===== config.mk =====
export PLATFORM = sky130hd
export DESIGN_NAME = grid_page_scan_generator_flat
export DESIGN_NICKNAME = d
export VERILOG_FILES = /design/src/design/gpsg_pkg.sv /design/src/design/gpsg_ifs.sv /design/src/design/gpsg_div.sv /design/src/design/gpsg_ctrl.sv /design/src/design/gpsg_dp.sv /design/src/design/grid_page_scan_generator.sv /design/src/flat_wrapper.sv
export SDC_FILE = /design/constraint.sdc
export NUM_CORES = 2
export LEC_CHECK = 0
export ABC_AREA = 1
export BUFFER_PORTS_ARGS = -buffer_cell sky130_fd_sc_hd__buf_2
export CORE_MARGIN = 3
export CORE_UTILIZATION = 55
export DETAILED_ROUTE_END_ITERATION = 10
export PLACE_DENSITY = 0.72
export SYNTH_ARGS = -nofsm -noshare
export SYNTH_HDL_FRONTEND = slang
export SYNTH_SLANG_ARGS = --single-unit
export TNS_END_PERCENT = 10

===== constraint.sdc =====
create_clock -name clk -period 10.1 [get_ports clk]
set_input_delay 1.01 -clock clk [delete_from_list [all_inputs] [get_ports clk]]
set_output_delay 1.01 -clock clk [all_outputs]
set_load 0.02 [all_outputs]

===== src/design/gpsg_pkg.sv =====
// ----------------------------------------------------------------------------
// gpsg_pkg
// Types and constants shared by the grid page scan generator.
// ----------------------------------------------------------------------------
package gpsg_pkg;

    localparam int NUM_W  = 36;
    localparam int DEN_W  = 32;
    localparam int CNT_W  = 6;
    localparam int WIN_W  = 34;
    localparam int IDX_W  = 3;

    localparam logic [1:0] ACT_LOAD   = 2'd0;
    localparam logic [1:0] ACT_HOLD   = 2'd1;
    localparam logic [1:0] ACT_LOCATE = 2'd2;

    localparam logic [1:0] MODE_XY = 2'd1;
    localparam logic [1:0] MODE_ZY = 2'd2;

    localparam logic [IDX_W-1:0] REG_AXIS_MODE  = 3'd0;
    localparam logic [IDX_W-1:0] REG_ORIGIN_X   = 3'd1;
    localparam logic [IDX_W-1:0] REG_ORIGIN_Y   = 3'd2;
    localparam logic [IDX_W-1:0] REG_CELL_SIZE  = 3'd3;
    localparam logic [IDX_W-1:0] REG_LOAD_RAD   = 3'd4;
    localparam logic [IDX_W-1:0] REG_HOLD_RAD   = 3'd5;
    localparam logic [IDX_W-1:0] REG_RANGE_X    = 3'd6;
    localparam logic [IDX_W-1:0] REG_RANGE_Y    = 3'd7;

    typedef struct packed {
        logic take_in;
        logic div_start;
        logic div_sel_y;
        logic cap_cx;
        logic cap_cy;
        logic win_load;
        logic emit_scan;
        logic emit_loc;
    } cmd_t;

    typedef struct packed {
        logic div_done;
        logic op_scan;
        logic win_empty;
        logic scan_last;
        logic out_free;
    } sts_t;

endpackage


===== src/design/gpsg_ifs.sv =====
// ----------------------------------------------------------------------------
// gpsg interfaces
// Valid/ready channels for input items, result beats and register writes.
// ----------------------------------------------------------------------------
interface gpsg_in_if;
    logic        valid;
    logic        ready;
    logic        op;
    logic [31:0] pos_x;
    logic [31:0] pos_y;
    logic [31:0] pos_z;
    modport source (output valid, op, pos_x, pos_y, pos_z, input ready);
    modport sink   (input valid, op, pos_x, pos_y, pos_z, output ready);
endinterface

interface gpsg_out_if;
    logic        valid;
    logic        ready;
    logic [31:0] page_id;
    logic [1:0]  action;
    logic        last_of_run;
    modport source (output valid, page_id, action, last_of_run, input ready);
    modport sink   (input valid, page_id, action, last_of_run, output ready);
endinterface

interface gpsg_cfg_if;
    logic        valid;
    logic        ready;
    logic [2:0]  index;
    logic [31:0] data;
    modport source (output valid, index, data, input ready);
    modport sink   (input valid, index, data, output ready);
endinterface


===== src/design/gpsg_div.sv =====
// ----------------------------------------------------------------------------
// gpsg_div
// Bit-serial floor divider, one quotient bit per cycle, saturated to 32 bits.
// ----------------------------------------------------------------------------
module gpsg_div
    import gpsg_pkg::*;
(
    input  logic                    clk,
    input  logic                    rst_n,
    input  logic                    start,
    input  logic signed [NUM_W-1:0] num,
    input  logic [DEN_W-1:0]        den,
    output logic                    done,
    output logic signed [31:0]      quot
);
    localparam logic signed [NUM_W+1:0] Q_MAX = 38'sd2147483647;
    localparam logic signed [NUM_W+1:0] Q_MIN = -38'sd2147483648;

    logic                 busy_reg, busy_next;
    logic                 done_reg, done_next;
    logic [CNT_W-1:0]     cnt_reg, cnt_next;
    logic [NUM_W-1:0]     dvd_reg, dvd_next;
    logic [DEN_W-1:0]     rem_reg, rem_next;
    logic [DEN_W-1:0]     den_reg, den_next;
    logic                 neg_reg, neg_next;
    logic [DEN_W:0]       rem_sh, trial;
    logic signed [NUM_W+1:0] qs;

    always_comb
    begin
        busy_next = busy_reg;
        done_next = 1'b0;
        cnt_next  = cnt_reg;
        dvd_next  = dvd_reg;
        rem_next  = rem_reg;
        den_next  = den_reg;
        neg_next  = neg_reg;
        rem_sh    = {rem_reg, dvd_reg[NUM_W-1]};
        trial     = rem_sh - {1'b0, den_reg};
        if (start)
        begin
            busy_next = 1'b1;
            cnt_next  = '0;
            neg_next  = num[NUM_W-1];
            dvd_next  = num[NUM_W-1] ? (~num + 1'b1) : num;
            rem_next  = '0;
            den_next  = den;
        end
        else if (busy_reg)
        begin
            if (!trial[DEN_W])
            begin
                rem_next = trial[DEN_W-1:0];
                dvd_next = {dvd_reg[NUM_W-2:0], 1'b1};
            end
            else
            begin
                rem_next = rem_sh[DEN_W-1:0];
                dvd_next = {dvd_reg[NUM_W-2:0], 1'b0};
            end
            cnt_next = cnt_reg + 1'b1;
            if (cnt_reg == CNT_W'(NUM_W - 1))
            begin
                busy_next = 1'b0;
                done_next = 1'b1;
            end
        end
    end

    always_ff @(posedge clk or negedge rst_n)
    begin
        if (!rst_n)
        begin
            busy_reg <= 1'b0;
            done_reg <= 1'b0;
            cnt_reg  <= '0;
        end
        else
        begin
            busy_reg <= busy_next;
            done_reg <= done_next;
            cnt_reg  <= cnt_next;
        end
    end

    always_ff @(posedge clk)
    begin
        dvd_reg <= dvd_next;
        rem_reg <= rem_next;
        den_reg <= den_next;
        neg_reg <= neg_next;
    end

    always_comb
    begin
        if (neg_reg)
            qs = -$signed({2'b00, dvd_reg}) - $signed({{(NUM_W+1){1'b0}}, (rem_reg != '0)});
        else
            qs = $signed({2'b00, dvd_reg});
        if (qs > Q_MAX)
            quot = 32'sh7FFFFFFF;
        else if (qs < Q_MIN)
            quot = 32'sh80000000;
        else
            quot = qs[31:0];
    end

    assign done = done_reg;

endmodule


===== src/design/gpsg_ctrl.sv =====
// ----------------------------------------------------------------------------
// gpsg_ctrl
// Sequencer: two divides, then window set-up and the scan, or the locate beat.
// ----------------------------------------------------------------------------
module gpsg_ctrl
    import gpsg_pkg::*;
(
    input  logic clk,
    input  logic rst_n,
    input  logic in_valid,
    output logic in_ready,
    input  sts_t sts,
    output cmd_t cmd
);
    localparam logic [2:0] S_IDLE = 3'd0;
    localparam logic [2:0] S_STX  = 3'd1;
    localparam logic [2:0] S_WX   = 3'd2;
    localparam logic [2:0] S_STY  = 3'd3;
    localparam logic [2:0] S_WY   = 3'd4;
    localparam logic [2:0] S_WIN  = 3'd5;
    localparam logic [2:0] S_CHK  = 3'd6;
    localparam logic [2:0] S_OUT  = 3'd7;

    logic [2:0] state_reg, state_next;

    assign in_ready = (state_reg == S_IDLE);

    always_comb
    begin
        state_next = state_reg;
        cmd        = '0;
        unique case (state_reg)
            S_IDLE:
            begin
                if (in_valid)
                begin
                    cmd.take_in = 1'b1;
                    state_next  = S_STX;
                end
            end
            S_STX:
            begin
                cmd.div_start = 1'b1;
                state_next    = S_WX;
            end
            S_WX:
            begin
                if (sts.div_done)
                begin
                    cmd.cap_cx = 1'b1;
                    state_next = S_STY;
                end
            end
            S_STY:
            begin
                cmd.div_start = 1'b1;
                cmd.div_sel_y = 1'b1;
                state_next    = S_WY;
            end
            S_WY:
            begin
                if (sts.div_done)
                begin
                    cmd.cap_cy = 1'b1;
                    state_next = sts.op_scan ? S_WIN : S_OUT;
                end
            end
            S_WIN:
            begin
                cmd.win_load = 1'b1;
                state_next   = S_CHK;
            end
            S_CHK:
            begin
                if (sts.win_empty)
                    state_next = S_IDLE;
                else if (sts.out_free)
                begin
                    cmd.emit_scan = 1'b1;
                    if (sts.scan_last)
                        state_next = S_IDLE;
                end
            end
            S_OUT:
            begin
                if (sts.out_free)
                begin
                    cmd.emit_loc = 1'b1;
                    state_next   = S_IDLE;
                end
            end
            default: state_next = S_IDLE;
        endcase
    end

    always_ff @(posedge clk or negedge rst_n)
    begin
        if (!rst_n)
            state_reg <= S_IDLE;
        else
            state_reg <= state_next;
    end

endmodule


===== src/design/gpsg_dp.sv =====
// ----------------------------------------------------------------------------
// gpsg_dp
// Registers, projection, divider, window bounds, scan counters, output beat.
// ----------------------------------------------------------------------------
module gpsg_dp
    import gpsg_pkg::*;
#(
    parameter int MAX_HOLD_CELLS = 3,
    parameter int FRAC_BITS      = 8
)
(
    input  logic clk,
    input  logic rst_n,
    gpsg_in_if.sink    in_ch,
    gpsg_out_if.source out_ch,
    gpsg_cfg_if.sink   cfg,
    input  cmd_t cmd,
    output sts_t sts
);
    localparam logic [31:0] ROUND  = 32'((1 << FRAC_BITS) - 1);
    localparam logic [31:0] HR_MAX = 32'(MAX_HOLD_CELLS << FRAC_BITS);

    logic [1:0]         axis_mode_reg;
    logic signed [31:0] origin_x_reg, origin_y_reg;
    logic [30:0]        cell_size_reg;
    logic [9:0]         load_rad_reg, hold_rad_reg;
    logic [31:0]        range_x_reg, range_y_reg;

    logic               op_reg;
    logic signed [32:0] gx_reg, gy_reg;
    logic signed [31:0] cx_reg, cy_reg;
    logic signed [WIN_W-1:0] xmin_reg, xmax_reg, ymin_reg, ymax_reg;
    logic signed [WIN_W-1:0] lxmin_reg, lxmax_reg, lymin_reg, lymax_reg;
    logic signed [WIN_W-1:0] x_reg, y_reg;
    logic               empty_reg;

    logic               ov_reg, ov_next;
    logic [31:0]        pid_reg;
    logic [1:0]         act_reg;
    logic               last_reg;

    logic signed [32:0] pos_x_e, pos_y_e, neg_z;
    logic [30:0]        cs;
    logic signed [32:0] g_sel;
    logic signed [31:0] org_sel;
    logic signed [WIN_W-1:0] diff;
    logic signed [NUM_W-1:0] num;
    logic               div_done;
    logic signed [31:0] quot;

    logic [31:0]        hr_sat, h_w, l_w;
    logic signed [WIN_W-1:0] h_s, l_s, cx_s, cy_s;
    logic signed [WIN_W-1:0] rxmin, rxmax, rymin, rymax;
    logic signed [WIN_W-1:0] xmin_c, xmax_c, ymin_c, ymax_c, t;
    logic signed [WIN_W-1:0] lxmin_c, lxmax_c, lymin_c, lymax_c;
    logic               in_load, x_end;

    assign cfg.ready = 1'b1;

    always_ff @(posedge clk or negedge rst_n)
    begin
        if (!rst_n)
        begin
            axis_mode_reg <= 2'd0;
            origin_x_reg  <= '0;
            origin_y_reg  <= '0;
            cell_size_reg <= 31'd256000;
            load_rad_reg  <= 10'd512;
            hold_rad_reg  <= 10'd768;
            range_x_reg   <= 32'h7FFF8000;
            range_y_reg   <= 32'h7FFF8000;
        end
        else if (cfg.valid)
        begin
            unique case (cfg.index)
                REG_AXIS_MODE: axis_mode_reg <= cfg.data[1:0];
                REG_ORIGIN_X:  origin_x_reg  <= cfg.data;
                REG_ORIGIN_Y:  origin_y_reg  <= cfg.data;
                REG_CELL_SIZE: cell_size_reg <= cfg.data[30:0];
                REG_LOAD_RAD:  load_rad_reg  <= cfg.data[9:0];
                REG_HOLD_RAD:  hold_rad_reg  <= cfg.data[9:0];
                REG_RANGE_X:   range_x_reg   <= cfg.data;
                REG_RANGE_Y:   range_y_reg   <= cfg.data;
                default: ;
            endcase
        end
    end

    assign pos_x_e = {in_ch.pos_x[31], in_ch.pos_x};
    assign pos_y_e = {in_ch.pos_y[31], in_ch.pos_y};
    assign neg_z   = -$signed({in_ch.pos_z[31], in_ch.pos_z});
    assign cs      = (cell_size_reg == '0) ? 31'd1 : cell_size_reg;

    assign g_sel   = cmd.div_sel_y ? gy_reg : gx_reg;
    assign org_sel = cmd.div_sel_y ? origin_y_reg : origin_x_reg;
    assign diff    = {g_sel[32], g_sel} - {{2{org_sel[31]}}, org_sel};
    assign num     = {diff[WIN_W-1], diff, 1'b0} + $signed({5'b0, cs});

    gpsg_div u_div (
        .clk   (clk),
        .rst_n (rst_n),
        .start (cmd.div_start),
        .num   (num),
        .den   ({cs, 1'b0}),
        .done  (div_done),
        .quot  (quot)
    );

    always_comb
    begin
        hr_sat  = ({22'b0, hold_rad_reg} > HR_MAX) ? HR_MAX : {22'b0, hold_rad_reg};
        h_w     = (hr_sat + ROUND) >> FRAC_BITS;
        l_w     = ({22'b0, load_rad_reg} + ROUND) >> FRAC_BITS;
        h_s     = $signed({{(WIN_W-11){1'b0}}, h_w[10:0]});
        l_s     = $signed({{(WIN_W-11){1'b0}}, l_w[10:0]});
        cx_s    = {{2{cx_reg[31]}}, cx_reg};
        cy_s    = {{2{cy_reg[31]}}, cy_reg};
        rxmin   = {{18{range_x_reg[15]}}, range_x_reg[15:0]};
        rxmax   = {{18{range_x_reg[31]}}, range_x_reg[31:16]};
        rymin   = {{18{range_y_reg[15]}}, range_y_reg[15:0]};
        rymax   = {{18{range_y_reg[31]}}, range_y_reg[31:16]};
        t       = cx_s - h_s;
        xmin_c  = (t < rxmin) ? rxmin : t;
        t       = cx_s + h_s;
        xmax_c  = (t > rxmax) ? rxmax : t;
        t       = cy_s - h_s;
        ymin_c  = (t < rymin) ? rymin : t;
        t       = cy_s + h_s;
        ymax_c  = (t > rymax) ? rymax : t;
        t       = cx_s - l_s;
        lxmin_c = (t < xmin_c) ? xmin_c : t;
        t       = cx_s + l_s;
        lxmax_c = (t > xmax_c) ? xmax_c : t;
        t       = cy_s - l_s;
        lymin_c = (t < ymin_c) ? ymin_c : t;
        t       = cy_s + l_s;
        lymax_c = (t > ymax_c) ? ymax_c : t;
    end

    assign in_load = (x_reg >= lxmin_reg) && (x_reg <= lxmax_reg)
                  && (y_reg >= lymin_reg) && (y_reg <= lymax_reg);
    assign x_end   = (x_reg == xmax_reg);

    always_ff @(posedge clk)
    begin
        if (cmd.take_in)
        begin
            op_reg <= in_ch.op;
            gx_reg <= (axis_mode_reg == MODE_ZY) ? neg_z : pos_x_e;
            gy_reg <= (axis_mode_reg == MODE_XY || axis_mode_reg == MODE_ZY) ? pos_y_e : neg_z;
        end
        if (cmd.cap_cx)
            cx_reg <= quot;
        if (cmd.cap_cy)
            cy_reg <= quot;
        if (cmd.win_load)
        begin
            xmin_reg  <= xmin_c;
            xmax_reg  <= xmax_c;
            ymin_reg  <= ymin_c;
            ymax_reg  <= ymax_c;
            lxmin_reg <= lxmin_c;
            lxmax_reg <= lxmax_c;
            lymin_reg <= lymin_c;
            lymax_reg <= lymax_c;
            x_reg     <= xmin_c;
            y_reg     <= ymin_c;
            empty_reg <= (xmin_c > xmax_c) || (ymin_c > ymax_c);
        end
        else if (cmd.emit_scan)
        begin
            if (x_end)
            begin
                x_reg <= xmin_reg;
                y_reg <= y_reg + 1'b1;
            end
            else
                x_reg <= x_reg + 1'b1;
        end
        if (cmd.emit_scan)
        begin
            pid_reg  <= {x_reg[15:0], y_reg[15:0]};
            act_reg  <= in_load ? ACT_LOAD : ACT_HOLD;
            last_reg <= x_end && (y_reg == ymax_reg);
        end
        else if (cmd.emit_loc)
        begin
            pid_reg  <= {cx_reg[15:0], cy_reg[15:0]};
            act_reg  <= ACT_LOCATE;
            last_reg <= 1'b1;
        end
    end

    assign ov_next = (cmd.emit_scan || cmd.emit_loc) ? 1'b1 : (out_ch.ready ? 1'b0 : ov_reg);

    always_ff @(posedge clk or negedge rst_n)
    begin
        if (!rst_n)
            ov_reg <= 1'b0;
        else
            ov_reg <= ov_next;
    end

    assign out_ch.valid       = ov_reg;
    assign out_ch.page_id     = pid_reg;
    assign out_ch.action      = act_reg;
    assign out_ch.last_of_run = last_reg;

    assign sts.div_done  = div_done;
    assign sts.op_scan   = op_reg;
    assign sts.win_empty = empty_reg;
    assign sts.scan_last = x_end && (y_reg == ymax_reg);
    assign sts.out_free  = !ov_reg || out_ch.ready;

endmodule


===== src/design/grid_page_scan_generator.sv =====
// ----------------------------------------------------------------------------
// grid_page_scan_generator
// Projects a position to a grid cell and emits its page ID or hold window scan.
// ----------------------------------------------------------------------------
// Operation: two serial divides, one per axis; then the located page, or window
// set-up and the hold window scan, one result beat a cycle while the sink is
// ready.
// Throughput: one item at a time; the next input beat is taken after the locate
// beat, after a scan of N results (N <= 49 by default), or after an empty window.
// Reset: asynchronous, active low; control and configuration registers return to their defaults.
module grid_page_scan_generator
    import gpsg_pkg::*;
#(
    parameter int MAX_HOLD_CELLS = 3,
    parameter int FRAC_BITS      = 8
)
(
    input  logic clk,
    input  logic rst_n,
    gpsg_in_if.sink    in_ch,
    gpsg_out_if.source out_ch,
    gpsg_cfg_if.sink   cfg
);
    cmd_t cmd;
    sts_t sts;

    gpsg_ctrl u_ctrl (
        .clk      (clk),
        .rst_n    (rst_n),
        .in_valid (in_ch.valid),
        .in_ready (in_ch.ready),
        .sts      (sts),
        .cmd      (cmd)
    );

    gpsg_dp #(
        .MAX_HOLD_CELLS (MAX_HOLD_CELLS),
        .FRAC_BITS      (FRAC_BITS)
    ) u_dp (
        .clk    (clk),
        .rst_n  (rst_n),
        .in_ch  (in_ch),
        .out_ch (out_ch),
        .cfg    (cfg),
        .cmd    (cmd),
        .sts    (sts)
    );

endmodule


===== src/flat_wrapper.sv =====
// flat-port wrapper written by rule: the top's interface ports become plain ports
module grid_page_scan_generator_flat import gpsg_pkg::*;
#(
    parameter int MAX_HOLD_CELLS = 3,
    parameter int FRAC_BITS      = 8
)
  (clk, rst_n, in_ch_valid, in_ch_op, in_ch_pos_x, in_ch_pos_y, in_ch_pos_z, in_ch_ready, out_ch_valid, out_ch_page_id, out_ch_action, out_ch_last_of_run, out_ch_ready, cfg_valid, cfg_index, cfg_data, cfg_ready);
  gpsg_in_if in_ch_i ();
  gpsg_out_if out_ch_i ();
  gpsg_cfg_if cfg_i ();
  input  logic clk;
  input  logic rst_n;
  input wire logic [$bits(in_ch_i.valid)-1:0] in_ch_valid;
  input wire logic [$bits(in_ch_i.op)-1:0] in_ch_op;
  input wire logic [$bits(in_ch_i.pos_x)-1:0] in_ch_pos_x;
  input wire logic [$bits(in_ch_i.pos_y)-1:0] in_ch_pos_y;
  input wire logic [$bits(in_ch_i.pos_z)-1:0] in_ch_pos_z;
  output wire logic [$bits(in_ch_i.ready)-1:0] in_ch_ready;
  output wire logic [$bits(out_ch_i.valid)-1:0] out_ch_valid;
  output wire logic [$bits(out_ch_i.page_id)-1:0] out_ch_page_id;
  output wire logic [$bits(out_ch_i.action)-1:0] out_ch_action;
  output wire logic [$bits(out_ch_i.last_of_run)-1:0] out_ch_last_of_run;
  input wire logic [$bits(out_ch_i.ready)-1:0] out_ch_ready;
  input wire logic [$bits(cfg_i.valid)-1:0] cfg_valid;
  input wire logic [$bits(cfg_i.index)-1:0] cfg_index;
  input wire logic [$bits(cfg_i.data)-1:0] cfg_data;
  output wire logic [$bits(cfg_i.ready)-1:0] cfg_ready;
  assign in_ch_i.valid = in_ch_valid;
  assign in_ch_i.op = in_ch_op;
  assign in_ch_i.pos_x = in_ch_pos_x;
  assign in_ch_i.pos_y = in_ch_pos_y;
  assign in_ch_i.pos_z = in_ch_pos_z;
  assign in_ch_ready = in_ch_i.ready;
  assign out_ch_valid = out_ch_i.valid;
  assign out_ch_page_id = out_ch_i.page_id;
  assign out_ch_action = out_ch_i.action;
  assign out_ch_last_of_run = out_ch_i.last_of_run;
  assign out_ch_i.ready = out_ch_ready;
  assign cfg_i.valid = cfg_valid;
  assign cfg_i.index = cfg_index;
  assign cfg_i.data = cfg_data;
  assign cfg_ready = cfg_i.ready;
  grid_page_scan_generator #(.MAX_HOLD_CELLS(MAX_HOLD_CELLS), .FRAC_BITS(FRAC_BITS)) u_core (.clk(clk), .rst_n(rst_n), .in_ch(in_ch_i), .out_ch(out_ch_i), .cfg(cfg_i));
endmodule

==> results.txt <==
* Max-Slew Margin vs Limit: 8.958%
- The number of global-route vias before repair is 52820.
- Global-route congestion overflow total: 0
- Layout-stage area growth over the synthesis result: 8.184%
* Die Footprint: 115900 µm²
- Total power for the finished layout comes to 11700 µW.
* R2r worst-path depth: 44
- In the final layout, flip-flops and latches occupy 21560 µm².
- Setup repair after global routing left no endpoint under its margin.
- At the later pin of the worst-skew pair, clock insertion delay measures 700 ps.
- The layout has 10220 filler cells.
* Main synth FF type: sky130_fd_sc_hd__edfxtp_1
* Top Family by Delay on Critical Path: simple AND/OR/NAND/NOR gates
- Timing would allow up to 108.6 MHz.
* Largest buffer count on any clock path: 3
- Run status: finished clean
* Cells resized by post-CTS repair: 0
- Synthesis inferred 759 register bits.
* Cts bufs inserted: 88
- Wire length of the first global-routing pass: 323.8 mm
- The min-delay analysis places its worst path in the category in2async.
- Total Neg Setup Slack: 0 ps
* GP Congestion: 1.029
- Category of the worst setup path capture point: flip-flop
* Number of placement rows: 122
- In this run, distinct cell masters in the synthesized netlist total 78.
* Post-Syn Instances: 8030
- Clock slew at reported path FFs: 60 ps
- Proportion of netlist area held by the largest area contributor: 26.06%
- In this run the critical register-to-register path is captured at u_core.u_dp.lymin_reg[19]$_DFFE_PP_.
- Overall routing resource usage: 37.00%
- Floorplan die height: 340.5 µm
* Final-report setup violation count: 0
* Maximum number of pins on one net before global-route repair: 158
* Yosys warning total: 0
* IO Count: 175
* CORE AREA: 110800 µm²
- Clock tree from TritonCTS: done
- Summing all multi-input logic gate instances after layout gives 34680 µm².
- The worst path needs 9210 ps of the cycle, external delays included.
* Post-DR vias/cell: 5.768
- Routed length per instance: 22.63 µm
* Hold bufs inserted after CTS: 0
- Summing over every cut layer, the via total after detailed routing is 55770.
- Iteration-0 DRC Markers: 6015
* Detailed-router iteration count before antenna repair: 9
- Buffers added to address setup during post-CTS repair amount to 0.
* Final Net Count: 8874
- ANT nets after route: 0
* Worst reg2reg startpoint: u_core.u_dp.hold_rad_reg[4]$_DFFE_PN0P_
* Final Max Tran Viols: 0
* Buffers & Inverters on Critical Path: 7
- Number of maximum-capacitance constraint violations: 0
- Critical path class: reg2reg
- Async set or reset register ratio after synthesis: 25.43%
* CP Max Fanout: 33
- Fin crit share: 91.19%
- The die is 340.5 µm wide.
- Number of hold violations in the final report: 0
* Total number of clock tree sinks: 759
- H-tree depth: 3
* Max rail drop VDD: 160.0 µV
* Synth Area per Inst: 7.663 µm²
- Arr. time, crit path: 9620 ps
- Wires add up to 218.8 mm.
- HPWL Detailed: 178.0 mm
- Number of flip-flops in the largest register: 36
* Sequential area share after synthesis: 35.03%
- For the pin with the worst max-slew slack, the measured transition is 1351 ps.
- Critical Path Most Common Cell: sky130_fd_sc_hd__nor2_1
* Power Density: 175.7 nW/µm²
- Counting flops with a built-in enable in the synthesized netlist gives 534.
- Port Buffer Count: 173
- Leakage power: 0.03160 µW
- Initial cell density of the core: 55.52%
* Maximum clock skew at final layout: 44.20 ps
* Required arrival time at the worst endpoint: 10510 ps
- The largest individual stage delay along the critical path comes from the cell sky130_fd_sc_hd__o21ai_0.
- Final Hold Slack: 419.8 ps
* Fraction of layout cells with a size suffix above 1: 7.646%
* Clock root buffer master: sky130_fd_sc_hd__clkbuf_16
- Cell type with the highest aggregate area in the netlist: sky130_fd_sc_hd__edfxtp_1
* CP max stage delay: 1240 ps
- Top cells by area in the synthesized netlist: sky130_fd_sc_hd__edfxtp_1, sky130_fd_sc_hd__ha_1, sky130_fd_sc_hd__nand2_1, sky130_fd_sc_hd__inv_1, sky130_fd_sc_hd__dfrtp_1
- DRC violation count after routing: 0
- Setup slack on the worst reg-to-reg path comes out at 890 ps.
- Antenna violations before repair: 11
- Post-synthesis instance area: 61530 µm²
- STA classifies the critical path startpoint as a flip-flop.
## where the power goes
group / internal (µW) / leakage [µW] / switching [µW]
clock: 1850 / 0.00142 / 1410
combinational: 1440 / 0.0228 / 3220
sequential: 3640 / 0.00737 / 143
## cell type report
class / instances / area share [%]
Antenna cell: 6 / 0.02255
Timing Repair Buffer: 222 / 1.885
Tap cell: 1488 / 2.797
Clock buffer: 106 / 3.550
Sequential cell: 759 / 32.38
Clock inverter: 57 / 0.8646
Multi-Input combinational cell: 5898 / 52.10
Inverter: 1132 / 6.398
## metrics by stage
step / cell area (µm²) / setup WS, ps / cells / util, %
5_1_grt: 66550 / 224.3 / 9662 / 60.06
6_report: 66570 / 889.9 / 9668 / 60.07
2_1_floorplan: 61550 / 2093 / 8034 / -
4_1_cts: 66550 / 1183 / 9662 / 60.06
3_5_place_dp: 63610 / 1241 / 9499 / 57.40
3_3_place_gp: 63610 / 1352 / 9499 / 57.40
## cells in the final DEF, fill, tap and decap left out, types with 15 or more instances in the layout
| cell | instances |
|---|---|
| sky130_fd_sc_hd__nand2_1 | 2035 |
| sky130_fd_sc_hd__inv_1 | 1104 |
| sky130_fd_sc_hd__ha_1 | 625 |
| sky130_fd_sc_hd__nor2_1 | 580 |
| sky130_fd_sc_hd__o21ai_0 | 556 |
| sky130_fd_sc_hd__edfxtp_1 | 534 |
| sky130_fd_sc_hd__nand3_1 | 437 |
| sky130_fd_sc_hd__a21oi_1 | 388 |
| sky130_fd_sc_hd__xor2_1 | 358 |
| sky130_fd_sc_hd__buf_2 | 172 |
| sky130_fd_sc_hd__dfrtp_1 | 152 |
| sky130_fd_sc_hd__nand4_1 | 134 |
| sky130_fd_sc_hd__nor3_1 | 106 |
| sky130_fd_sc_hd__xnor2_1 | 101 |
| sky130_fd_sc_hd__clkbuf_16 | 91 |
| sky130_fd_sc_hd__o211ai_1 | 51 |
| sky130_fd_sc_hd__nor4_1 | 49 |
| sky130_fd_sc_hd__buf_4 | 48 |
| sky130_fd_sc_hd__nand2_2 | 45 |
| sky130_fd_sc_hd__dfstp_2 | 41 |
| sky130_fd_sc_hd__mux2_2 | 34 |
| sky130_fd_sc_hd__mux2i_1 | 32 |
| sky130_fd_sc_hd__dfxtp_1 | 32 |
| sky130_fd_sc_hd__nor2_2 | 25 |
| sky130_fd_sc_hd__a31oi_1 | 25 |
| sky130_fd_sc_hd__clkinv_1 | 23 |
| sky130_fd_sc_hd__nand3_2 | 22 |
| sky130_fd_sc_hd__o21ai_1 | 22 |
| sky130_fd_sc_hd__or2_2 | 20 |
| sky130_fd_sc_hd__o21bai_1 | 19 |
| sky130_fd_sc_hd__o21a_1 | 19 |
| sky130_fd_sc_hd__clkinv_2 | 17 |
| sky130_fd_sc_hd__nand3b_1 | 16 |
| sky130_fd_sc_hd__nor3_2 | 15 |
| sky130_fd_sc_hd__inv_2 | 15 |
| sky130_fd_sc_hd__a211oi_1 | 15 |
## cell families after synthesis
group           synth area share (%)
simple gates                   24.75
buf+inv                        8.764
compound gates                 10.55
flops                          35.03
fa+ha+maj                      13.07
xor+xnor                       6.676
mux                            1.143
other cells                  0.01220
## synthesized netlist by cell type (18+ instances only)
master and count:
sky130_fd_sc_hd__a21oi_1 388, sky130_fd_sc_hd__a31oi_1 25, sky130_fd_sc_hd__buf_2 45, sky130_fd_sc_hd__buf_4 18
sky130_fd_sc_hd__clkbuf_1 164, sky130_fd_sc_hd__dfrtp_1 152, sky130_fd_sc_hd__dfstp_2 41, sky130_fd_sc_hd__dfxtp_1 32
sky130_fd_sc_hd__edfxtp_1 534, sky130_fd_sc_hd__ha_1 625, sky130_fd_sc_hd__inv_1 1104, sky130_fd_sc_hd__mux2_2 34
sky130_fd_sc_hd__mux2i_1 32, sky130_fd_sc_hd__nand2_1 2041, sky130_fd_sc_hd__nand2_2 41, sky130_fd_sc_hd__nand3_1 439
sky130_fd_sc_hd__nand3_2 20, sky130_fd_sc_hd__nand4_1 134, sky130_fd_sc_hd__nor2_1 587, sky130_fd_sc_hd__nor2_2 21
sky130_fd_sc_hd__nor3_1 107, sky130_fd_sc_hd__nor4_1 49, sky130_fd_sc_hd__o211ai_1 51, sky130_fd_sc_hd__o21a_1 19
sky130_fd_sc_hd__o21ai_0 557, sky130_fd_sc_hd__o21ai_1 22, sky130_fd_sc_hd__o21bai_1 19, sky130_fd_sc_hd__or2_2 20
sky130_fd_sc_hd__xnor2_1 101, sky130_fd_sc_hd__xor2_1 358
## worst max path at each step
stage | slack, ps | cells past startpoint | startpoint | to
2_1_floorplan | 2090 | 7 | u_core.u_ctrl.state_reg[0]$_DFFE_PN0P_ | u_core.u_dp.y_reg[32]$_DFFE_PP_
3_3_place_gp | 1350 | 44 | u_core.u_dp.hold_rad_reg[4]$_DFFE_PN0P_ | u_core.u_dp.lymin_reg[24]$_DFFE_PP_
3_5_place_dp | 1240 | 44 | u_core.u_dp.hold_rad_reg[4]$_DFFE_PN0P_ | u_core.u_dp.lymin_reg[0]$_DFFE_PP_
4_1_cts | 1180 | 44 | u_core.u_dp.hold_rad_reg[4]$_DFFE_PN0P_ | u_core.u_dp.lymin_reg[9]$_DFFE_PP_
5_1_grt | 220 | 44 | u_core.u_dp.hold_rad_reg[4]$_DFFE_PN0P_ | u_core.u_dp.lymin_reg[3]$_DFFE_PP_
6_report | 890 | 44 | u_core.u_dp.hold_rad_reg[4]$_DFFE_PN0P_ | u_core.u_dp.lymin_reg[19]$_DFFE_PP_
## routing by layer
layer / up-vias / wire (µm) / GRT usage (%)
met5: - / 12 / 0
met4: 2 / 12860 / 18.59
met3: 524 / 19780 / 6.486
met2: 2564 / 95750 / 57.66
met1: 25940 / 90390 / 49.65
li1: 26740 / - / -
Note: power is estimated with default switching activity, not from simulation.
